**src/tga_pkg.sv**
```systemverilog
package tga_pkg;

   typedef struct packed {
      logic [7:0] data_byte;
      logic       start_of_file;
   } req_type;

   typedef struct packed {
      logic [7:0]  chan0;
      logic [7:0]  chan1;
      logic [7:0]  chan2;
      logic [7:0]  chan3;
      logic [7:0]  run_count;
      logic [2:0]  channel_count;
      logic [15:0] image_width;
      logic [15:0] image_height;
      logic        last_pixel;
      logic [1:0]  error_code;
   } rsp_type;

   localparam logic [1:0] ERR_NONE     = 2'd0;
   localparam logic [1:0] ERR_TYPE     = 2'd1;
   localparam logic [1:0] ERR_CHANNELS = 2'd2;

endpackage

```
**src/tga_core.sv**
```systemverilog
module tga_core
   import tga_pkg::*;
#(
   parameter int MAX_CHANNELS = 4
) (
   input  logic    clock,
   input  logic    reset,
   input  logic    in_take,
   input  req_type in_item,
   output logic    res_valid,
   output rsp_type res_item
);

   typedef enum logic [5:0] {
      PH_HEADER = 6'b000001,
      PH_SKIP   = 6'b000010,
      PH_PACKET = 6'b000100,
      PH_PIXEL  = 6'b001000,
      PH_DONE   = 6'b010000,
      PH_ERROR  = 6'b100000
   } phase_type;

   localparam logic [7:0] KIND_RAW = 8'd2;
   localparam logic [7:0] KIND_RLE = 8'd10;

   localparam logic [4:0] HDR_ID_LEN  = 5'd0;
   localparam logic [4:0] HDR_MAP     = 5'd1;
   localparam logic [4:0] HDR_KIND    = 5'd2;
   localparam logic [4:0] HDR_MLEN_LO = 5'd5;
   localparam logic [4:0] HDR_MLEN_HI = 5'd6;
   localparam logic [4:0] HDR_W_LO    = 5'd12;
   localparam logic [4:0] HDR_W_HI    = 5'd13;
   localparam logic [4:0] HDR_H_LO    = 5'd14;
   localparam logic [4:0] HDR_H_HI    = 5'd15;
   localparam logic [4:0] HDR_DEPTH   = 5'd16;
   localparam logic [4:0] HDR_LAST    = 5'd17;

   localparam logic [7:0] RUN_FLAG = 8'h80;
   localparam logic [7:0] RUN_MASK = 8'h7f;

   phase_type       phase_ff, phase_in, phase_cur;
   logic [4:0]      hidx_ff, hidx_in, hidx_cur;
   logic [7:0]      id_len_ff, id_len_in, id_len_cur;
   logic [7:0]      map_type_ff, map_type_in, map_type_cur;
   logic [15:0]     map_len_ff, map_len_in, map_len_cur;
   logic [7:0]      kind_ff, kind_in, kind_cur;
   logic [15:0]     width_ff, width_in, width_cur;
   logic [15:0]     height_ff, height_in, height_cur;
   logic [7:0]      depth_ff, depth_in, depth_cur;
   logic [23:0]     skip_ff, skip_in, skip_cur;
   logic [7:0]      pkt_left_ff, pkt_left_in, pkt_left_cur;
   logic            pkt_run_ff, pkt_run_in, pkt_run_cur;
   logic [3:0][7:0] pix_ff, pix_in;
   logic [2:0]      bip_ff, bip_in, bip_cur;
   logic [31:0]     pix_left_ff, pix_left_in, pix_left_cur;

   logic            sof;
   logic [7:0]      b;
   logic [4:0]      chans;
   logic [3:0]      bip_next;
   logic [7:0]      run;
   logic [23:0]     map_bytes;
   logic [31:0]     area;
   phase_type       data_phase;

   function automatic rsp_type fill(input logic [3:0][7:0] pb, input logic [4:0] c,
                                    input logic [15:0] w, input logic [15:0] h,
                                    input logic [7:0] r, input logic l,
                                    input logic [1:0] e);
      rsp_type    o;
      logic [7:0] bv [4];
      logic [7:0] t;
      for (int k = 0; k < 4; k++) begin
         bv[k] = ((5'(k) < c) && (e == ERR_NONE)) ? pb[k] : 8'd0;
      end
      if ((c == 5'd3) && (e == ERR_NONE)) begin
         t     = bv[0];
         bv[0] = bv[2];
         bv[2] = t;
      end
      o.chan0         = bv[0];
      o.chan1         = bv[1];
      o.chan2         = bv[2];
      o.chan3         = bv[3];
      o.run_count     = r;
      o.channel_count = c[2:0];
      o.image_width   = w;
      o.image_height  = h;
      o.last_pixel    = l;
      o.error_code    = e;
      return o;
   endfunction

   assign sof = in_item.start_of_file;
   assign b   = in_item.data_byte;

   always_comb begin
      phase_cur    = sof ? PH_HEADER : phase_ff;
      hidx_cur     = sof ? 5'd0 : hidx_ff;
      id_len_cur   = sof ? 8'd0 : id_len_ff;
      map_type_cur = sof ? 8'd0 : map_type_ff;
      map_len_cur  = sof ? 16'd0 : map_len_ff;
      kind_cur     = sof ? 8'd0 : kind_ff;
      width_cur    = sof ? 16'd0 : width_ff;
      height_cur   = sof ? 16'd0 : height_ff;
      depth_cur    = sof ? 8'd0 : depth_ff;
      skip_cur     = sof ? 24'd0 : skip_ff;
      pkt_left_cur = sof ? 8'd0 : pkt_left_ff;
      pkt_run_cur  = sof ? 1'b0 : pkt_run_ff;
      bip_cur      = sof ? 3'd0 : bip_ff;
      pix_left_cur = sof ? 32'd0 : pix_left_ff;
   end

   assign chans      = depth_cur[7:3];
   assign data_phase = (kind_cur == KIND_RLE) ? PH_PACKET : PH_PIXEL;
   assign map_bytes  = {16'd0, map_type_cur} * {8'd0, map_len_cur};
   assign area       = {16'd0, width_cur} * {16'd0, height_cur};
   assign bip_next   = {1'b0, bip_cur} + 4'd1;

   always_comb begin
      phase_in    = phase_cur;
      hidx_in     = hidx_cur;
      id_len_in   = id_len_cur;
      map_type_in = map_type_cur;
      map_len_in  = map_len_cur;
      kind_in     = kind_cur;
      width_in    = width_cur;
      height_in   = height_cur;
      depth_in    = depth_cur;
      skip_in     = skip_cur;
      pkt_left_in = pkt_left_cur;
      pkt_run_in  = pkt_run_cur;
      pix_in      = pix_ff;
      bip_in      = bip_cur;
      pix_left_in = pix_left_cur;
      run         = 8'd1;
      res_valid   = 1'b0;
      res_item    = fill(pix_ff, chans, width_cur, height_cur, 8'd0, 1'b0, ERR_NONE);
      case (phase_cur)
         PH_HEADER: begin
            case (hidx_cur)
               HDR_ID_LEN:  id_len_in   = b;
               HDR_MAP:     map_type_in = b;
               HDR_KIND:    kind_in     = b;
               HDR_MLEN_LO: map_len_in  = {map_len_cur[15:8], b};
               HDR_MLEN_HI: map_len_in  = {b, map_len_cur[7:0]};
               HDR_W_LO:    width_in    = {width_cur[15:8], b};
               HDR_W_HI:    width_in    = {b, width_cur[7:0]};
               HDR_H_LO:    height_in   = {height_cur[15:8], b};
               HDR_H_HI:    height_in   = {b, height_cur[7:0]};
               HDR_DEPTH: begin
                  depth_in    = b;
                  skip_in     = {16'd0, id_len_cur} + map_bytes;
                  pix_left_in = area;
               end
               default: ;
            endcase
            if (hidx_cur < HDR_LAST) begin
               hidx_in = hidx_cur + 5'd1;
            end else begin
               hidx_in = 5'd0;
               if ((kind_cur != KIND_RAW) && (kind_cur != KIND_RLE)) begin
                  phase_in  = PH_ERROR;
                  res_valid = 1'b1;
                  res_item  = fill(pix_ff, chans, width_cur, height_cur, 8'd0, 1'b0,
                                   ERR_TYPE);
               end else if ((chans == 5'd0) || (chans > 5'(MAX_CHANNELS))) begin
                  phase_in  = PH_ERROR;
                  res_valid = 1'b1;
                  res_item  = fill(pix_ff, chans, width_cur, height_cur, 8'd0, 1'b0,
                                   ERR_CHANNELS);
               end else begin
                  pkt_left_in = 8'd0;
                  pkt_run_in  = 1'b0;
                  bip_in      = 3'd0;
                  if (pix_left_cur == 32'd0) begin
                     phase_in = PH_DONE;
                  end else if (skip_cur != 24'd0) begin
                     phase_in = PH_SKIP;
                  end else begin
                     phase_in = data_phase;
                  end
               end
            end
         end
         PH_SKIP: begin
            if (skip_cur != 24'd0) begin
               skip_in = skip_cur - 24'd1;
            end
            if (skip_in == 24'd0) begin
               phase_in = data_phase;
            end
         end
         PH_PACKET: begin
            pkt_run_in  = (b & RUN_FLAG) != 8'd0;
            pkt_left_in = (b & RUN_MASK) + 8'd1;
            bip_in      = 3'd0;
            phase_in    = PH_PIXEL;
         end
         PH_PIXEL: begin
            if (bip_cur < 3'd4) begin
               pix_in[bip_cur[1:0]] = b;
            end
            if ({1'b0, bip_next} < chans) begin
               bip_in = bip_next[2:0];
            end else begin
               bip_in = 3'd0;
               if (kind_cur == KIND_RLE) begin
                  if (pkt_run_cur) begin
                     run = ({24'd0, pkt_left_cur} < pix_left_cur) ? pkt_left_cur
                                                                 : pix_left_cur[7:0];
                     pkt_left_in = 8'd0;
                  end else if (pkt_left_cur != 8'd0) begin
                     pkt_left_in = pkt_left_cur - 8'd1;
                  end
               end
               pix_left_in = pix_left_cur - {24'd0, run};
               if (pix_left_in == 32'd0) begin
                  phase_in = PH_DONE;
               end else if ((kind_cur == KIND_RLE) && (pkt_left_in == 8'd0)) begin
                  phase_in = PH_PACKET;
               end
               res_valid = 1'b1;
               res_item  = fill(pix_in, chans, width_cur, height_cur, run,
                                pix_left_in == 32'd0, ERR_NONE);
            end
         end
         default: ;
      endcase
      if (!in_take) begin
         res_valid = 1'b0;
      end
   end

   always_ff @(posedge clock) begin
      if (reset) begin
         phase_ff    <= PH_HEADER;
         hidx_ff     <= '0;
         id_len_ff   <= '0;
         map_type_ff <= '0;
         map_len_ff  <= '0;
         kind_ff     <= '0;
         width_ff    <= '0;
         height_ff   <= '0;
         depth_ff    <= '0;
         skip_ff     <= '0;
         pkt_left_ff <= '0;
         pkt_run_ff  <= 1'b0;
         bip_ff      <= '0;
         pix_left_ff <= '0;
      end else if (in_take) begin
         phase_ff    <= phase_in;
         hidx_ff     <= hidx_in;
         id_len_ff   <= id_len_in;
         map_type_ff <= map_type_in;
         map_len_ff  <= map_len_in;
         kind_ff     <= kind_in;
         width_ff    <= width_in;
         height_ff   <= height_in;
         depth_ff    <= depth_in;
         skip_ff     <= skip_in;
         pkt_left_ff <= pkt_left_in;
         pkt_run_ff  <= pkt_run_in;
         bip_ff      <= bip_in;
         pix_left_ff <= pix_left_in;
      end
   end

   always_ff @(posedge clock) begin
      if (in_take) begin
         pix_ff <= pix_in;
      end
   end

endmodule

```
**src/tga_outbuf.sv**
```systemverilog
module tga_outbuf
   import tga_pkg::*;
(
   input  logic    clock,
   input  logic    reset,
   input  logic    res_valid,
   input  rsp_type res_item,
   input  logic    rsp_stall,
   output logic    rsp_valid,
   output rsp_type rsp_data,
   output logic    full
);

   logic    out_valid_ff, out_valid_in;
   rsp_type out_data_ff, out_data_in;
   logic    skid_valid_ff, skid_valid_in;
   rsp_type skid_data_ff, skid_data_in;
   logic    out_free;

   assign out_free = !out_valid_ff || !rsp_stall;

   always_comb begin
      out_valid_in  = out_valid_ff;
      out_data_in   = out_data_ff;
      skid_valid_in = skid_valid_ff;
      skid_data_in  = skid_data_ff;
      if (out_free) begin
         if (skid_valid_ff) begin
            out_valid_in  = 1'b1;
            out_data_in   = skid_data_ff;
            skid_valid_in = res_valid;
            skid_data_in  = res_item;
         end else begin
            out_valid_in = res_valid;
            out_data_in  = res_item;
         end
      end else if (res_valid) begin
         // hold the waiting beat, park the new one
         skid_valid_in = 1'b1;
         skid_data_in  = res_item;
      end
   end

   always_ff @(posedge clock) begin
      if (reset) begin
         out_valid_ff  <= 1'b0;
         skid_valid_ff <= 1'b0;
      end else begin
         out_valid_ff  <= out_valid_in;
         skid_valid_ff <= skid_valid_in;
      end
   end

   always_ff @(posedge clock) begin
      out_data_ff  <= out_data_in;
      skid_data_ff <= skid_data_in;
   end

   assign rsp_valid = out_valid_ff;
   assign rsp_data  = out_data_ff;
   assign full      = skid_valid_ff;

endmodule

```
**src/tga_rle_image_decoder.sv**
```systemverilog
// TGA image decoder for raw (type 2) and run-length (type 10) images.
// req channel: one beat per file byte (req_data.data_byte), with
// req_data.start_of_file set on header byte 0 of each new file; the flag
// restarts parsing from any point. After reset the first byte is taken as
// header byte 0 even without the flag.
// rsp channel: one beat per decoded pixel or run (channel bytes, run count,
// header geometry, last_pixel), or one error beat on header byte 17 for an
// unsupported image type or channel count. Header, ID and color-map bytes
// and packet headers give no beat.
// Throughput: one byte per cycle while req_stall is low; every byte updates
// the parse registers in the cycle it is taken. A result is registered in
// the output register, or parked in the skid register while rsp is stalled.
// Stall: the output register is backed by a one-beat skid register; bytes
// keep being taken while a result is stalled until a second result is parked.
// req_stall rises only when the skid register holds a beat and falls once rsp
// drains it.
// Reset: synchronous, clears the parser to the header phase and empties
// both output registers.
module tga_rle_image_decoder
   import tga_pkg::*;
#(
   parameter int MAX_CHANNELS = 4
) (
   input  logic    clock,
   input  logic    reset,
   input  logic    req_valid,
   output logic    req_stall,
   input  req_type req_data,
   output logic    rsp_valid,
   input  logic    rsp_stall,
   output rsp_type rsp_data
);

   logic    in_take;
   logic    res_valid;
   rsp_type res_item;
   logic    full;

   assign in_take   = req_valid && !full;
   assign req_stall = full;

   tga_core #(
      .MAX_CHANNELS(MAX_CHANNELS)
   ) u_core (
      .clock    (clock),
      .reset    (reset),
      .in_take  (in_take),
      .in_item  (req_data),
      .res_valid(res_valid),
      .res_item (res_item)
   );

   tga_outbuf u_outbuf (
      .clock    (clock),
      .reset    (reset),
      .res_valid(res_valid),
      .res_item (res_item),
      .rsp_stall(rsp_stall),
      .rsp_valid(rsp_valid),
      .rsp_data (rsp_data),
      .full     (full)
   );

endmodule

```
**config.mk**
```make
export PLATFORM = sky130hd
export DESIGN_NAME = tga_rle_image_decoder
export DESIGN_NICKNAME = d
export VERILOG_FILES = /design/src/tga_pkg.sv /design/src/tga_core.sv /design/src/tga_outbuf.sv /design/src/tga_rle_image_decoder.sv
export SDC_FILE = /design/constraint.sdc
export NUM_CORES = 2
export LEC_CHECK = 0
export ABC_AREA = 1
export BUFFER_PORTS_ARGS = -buffer_cell sky130_fd_sc_hd__buf_4
export CORE_MARGIN = 3
export CORE_UTILIZATION = 45
export DETAILED_ROUTE_END_ITERATION = 7
export PLACE_DENSITY_LB_ADDON = 0.2
export SLEW_MARGIN = 20
export SYNTH_ARGS = -nofsm -noshare
export SYNTH_HDL_FRONTEND = slang
export SYNTH_SLANG_ARGS = --single-unit
export TNS_END_PERCENT = 30
```
**constraint.sdc**
```tcl
create_clock -name clock -period 8.6 [get_ports clock]
set_input_delay 0.43 -clock clock [delete_from_list [all_inputs] [get_ports clock]]
set_output_delay 0.43 -clock clock [all_outputs]
set_load 0.005 [all_outputs]
```
==> run summary <==
Status -> complete, no violations
Crit start category -> register
Yosys top cell by area -> fa_1
Commonest cells after routing, fill and taps aside -> nand2_1, inv_1, nor2_1
Final setup viols -> 0
Crit path max fanout -> 10
Critical path capture point type -> register
Sequential area share after synthesis -> 27.2%
Largest family of logic cells by synthesized area -> adder cells
Sink Count -> 346
Row cnt -> 97
Synth top area cells -> fa_1, edfxtp_1, nand2_1, dfxtp_1, inv_1
Vias in the first global route -> 27200
Clock Path Buffers -> 3
Area of the multi-input gates -> 0.0201 sq mm
Top-area cell type share of the netlist area -> 17.7%
Arr. time, crit path -> 7420 ps
Post-Synth XOR/XNOR Area -> 1.11%
Reg area -> 0.00881 sq mm
Nets -> 4707
Hold Slack -> 125 ps
Most common cell after layout, fill and taps aside -> nand2_1
Total design power -> 4710 uW
DR pass1 iterations -> 7
Unrepaired setup endpoints after global routing -> false
Final TNS setup -> 0 ps
Synth Flop Type -> edfxtp_1
DRT iter0 DRCs -> 2508
Drt drc -> 0
Post-Synth Simple-Gate Area -> 23.0%
Critical path destination -> u_core.pix_left_ff[31]
Mapped Area -> 0.0324 sq mm
Period utilization -> 80.4%
Synth Area in Adders -> 24.9%
Placer congestion estimate -> 0.969
Final Hold Fails -> 0
Critical path class -> register to register
Vias after detailed routing -> 28500
Synth Register Bits -> 346
Post-DR wirelength/cell -> 19.2 um
Synth Area in Compound Gates -> 12.9%
Multiplexer share of the synthesized area -> 0%
Remaining antenna violation count after routing -> 0
Rel. slew slack -> 23.0%
Layout area overhead -> 8.85%
Resize count post-CTS -> 0
Maxcap violations -> 0
CP required -> 9110 ps
Die Y -> 274 um
DR vias/cell -> 5.49
VDD IR max -> 0.148 mV
Synth warn -> 0
IO buf count -> 92
Worst slew pin tran -> 1150 ps
Routed WL -> 99.9 mm
Starting Density -> 45.8%
Syn_nets -> 4705
End of the worst register-to-register path -> u_core.pix_left_ff[31]
Hold crit path type -> input pin to register
Min Tclk post-route -> 6910 ps
Achievable Freq -> 0.145 GHz
Core Area -> 0.0708 sq mm
R2R Setup Slk -> 1690 ps
# IOs -> 93
Clock skew -> 32.8 ps
Total track usage -> 26.6%
Inserted Clock Buffers -> 42
Initial antenna violation count -> 1
Setup bufs post-CTS -> 0
Die W -> 274 um
Pwr Density -> 133 mW/mm^2
Number of flops mapped to enable cells by yosys -> 188
Die area -> 0.0753 sq mm
Async set-reset flop share out of synthesis -> 0%
Distinct cells, synth -> 60
Final WS setup -> 1690 ps
CP Launch Point -> u_core.width_ff[7]
Largest net degree at the start of global routing -> 92
Hold Buf Count CTS -> 0
CTS tree -> yes
Average cell area after synthesis -> 7.69 sq um
Clk_lat worst skew -> 590 ps
Clock Root Buffer -> clkbuf_16
Reg clk slew, reported paths -> 70 ps
Post-placement setup slack -> 1370 ps
Layout cell share with drive strength beyond 1 -> 7.45%
Hpwl dp -> 75.2 mm
H-tree level count -> 2
R2R cell count -> 25
Worst r2r src -> u_core.width_ff[7]
Final Max Tran Viols -> 0
Leak Pwr -> 0.0166 uW
Synth Instances -> 4218
Grt total ovfl -> 0
First-pass GRT wire length -> 158 mm
Fillers -> 6919
worst min-delay path by stage:
stage	slack (ps)	depth (start not counted)	from	endpoint
2_1_floorplan	440	2	u_core.pix_left_ff[29]	u_core.pix_left_ff[29]
3_3_place_gp	450	2	u_core.phase_ff[0]	u_core.phase_ff[0]
3_5_place_dp	460	2	u_core.map_type_ff[7]	u_core.map_type_ff[7]
4_1_cts	100	2	reset	u_core.map_type_ff[3]
5_1_grt	110	2	reset	u_core.map_type_ff[4]
6_report	130	2	reset	u_core.map_type_ff[3]
cells in the mapped netlist (29+ instances only):
cell / number
a21oi_1: 191
inv_1: 704
o21ai_0: 228
dfxtp_1: 158
a211oi_1: 42
xor2_1: 29
fa_1: 287
clkbuf_1: 105
nand3_1: 145
ha_1: 187
edfxtp_1: 188
nor2_1: 446
nand2_1: 984
o211ai_1: 35
a221oi_1: 34
nand4_1: 61
per-layer routing:
| layer | share of wire (%) | GRT usage, % |
|---|---|---|
| met5 | 0 | 0 |
| met4 | 2.9 | 7.28 |
| met3 | 7.8 | 4.38 |
| met2 | 44 | 40.9 |
| met1 | 45 | 38.8 |
through the flow:
step           util (%)  cells  cell area [sq um]
2_1_floorplan         -   4218              32400
3_3_place_gp       47.8   5116              33800
3_5_place_dp       47.8   5116              33800
4_1_cts            49.9   5193              35300
5_1_grt            49.9   5194              35300
6_report           49.9   5194              35300
registers in the layout (all words and copies together), names as in the netlist, 6 cells and up:
signal / cells
u_core.height_ff: 16
u_core.id_len_ff: 8
u_core.kind_ff: 8
u_core.map_len_ff: 16
u_core.map_type_ff: 8
u_core.phase_ff: 6
u_core.pix_ff: 32
u_core.pix_left_ff: 32
u_core.pkt_left_ff: 8
u_core.skip_ff: 24
u_core.width_ff: 16
u_outbuf.rsp_data: 78
u_outbuf.skid_data_ff: 78
power by group:
group,switching [uW],internal [uW],total [uW]
registers,46.6,1790,1840
clock network,774,1180,1960
logic,645,265,910
total,1470,3240,4710
critical path: stages, from the launching register on:
cell,delay (ps)
dfxtp_1,340
inv_1,50
nor2_1,490
clkinv_1,480
nor2_1,260
fa_1,420
inv_1,80
fa_1,450
fa_1,500
fa_1,570
inv_1,60
fa_1,480
inv_1,60
fa_1,530
inv_1,40
ha_1,350
nand2_1,90
nor2_1,100
inv_1,40
o21bai_1,300
a21boi_0,240
o21ai_0,430
a21oi_1,110
o21ai_0,90
o211ai_1,100
a31oi_1,150
cell type report:
cell class / instances / share of cell area, %
sequential: 346 / 25.0
tap: 940 / 3.33
inverter: 735 / 7.83
antenna: 1 / 0.00709
clock buffer: 59 / 3.36
multi-input combinational: 2972 / 57.0
clock inverter: 18 / 0.914
timing repair buffer: 123 / 2.62
cells by family after synthesis:
logic type      Yosys count
simple gates           1769
buf+inv                 900
compound gates          688
fa+ha+maj               474
flops                   346
xor+xnor                 41
Power figures use the tool's default switching activity.
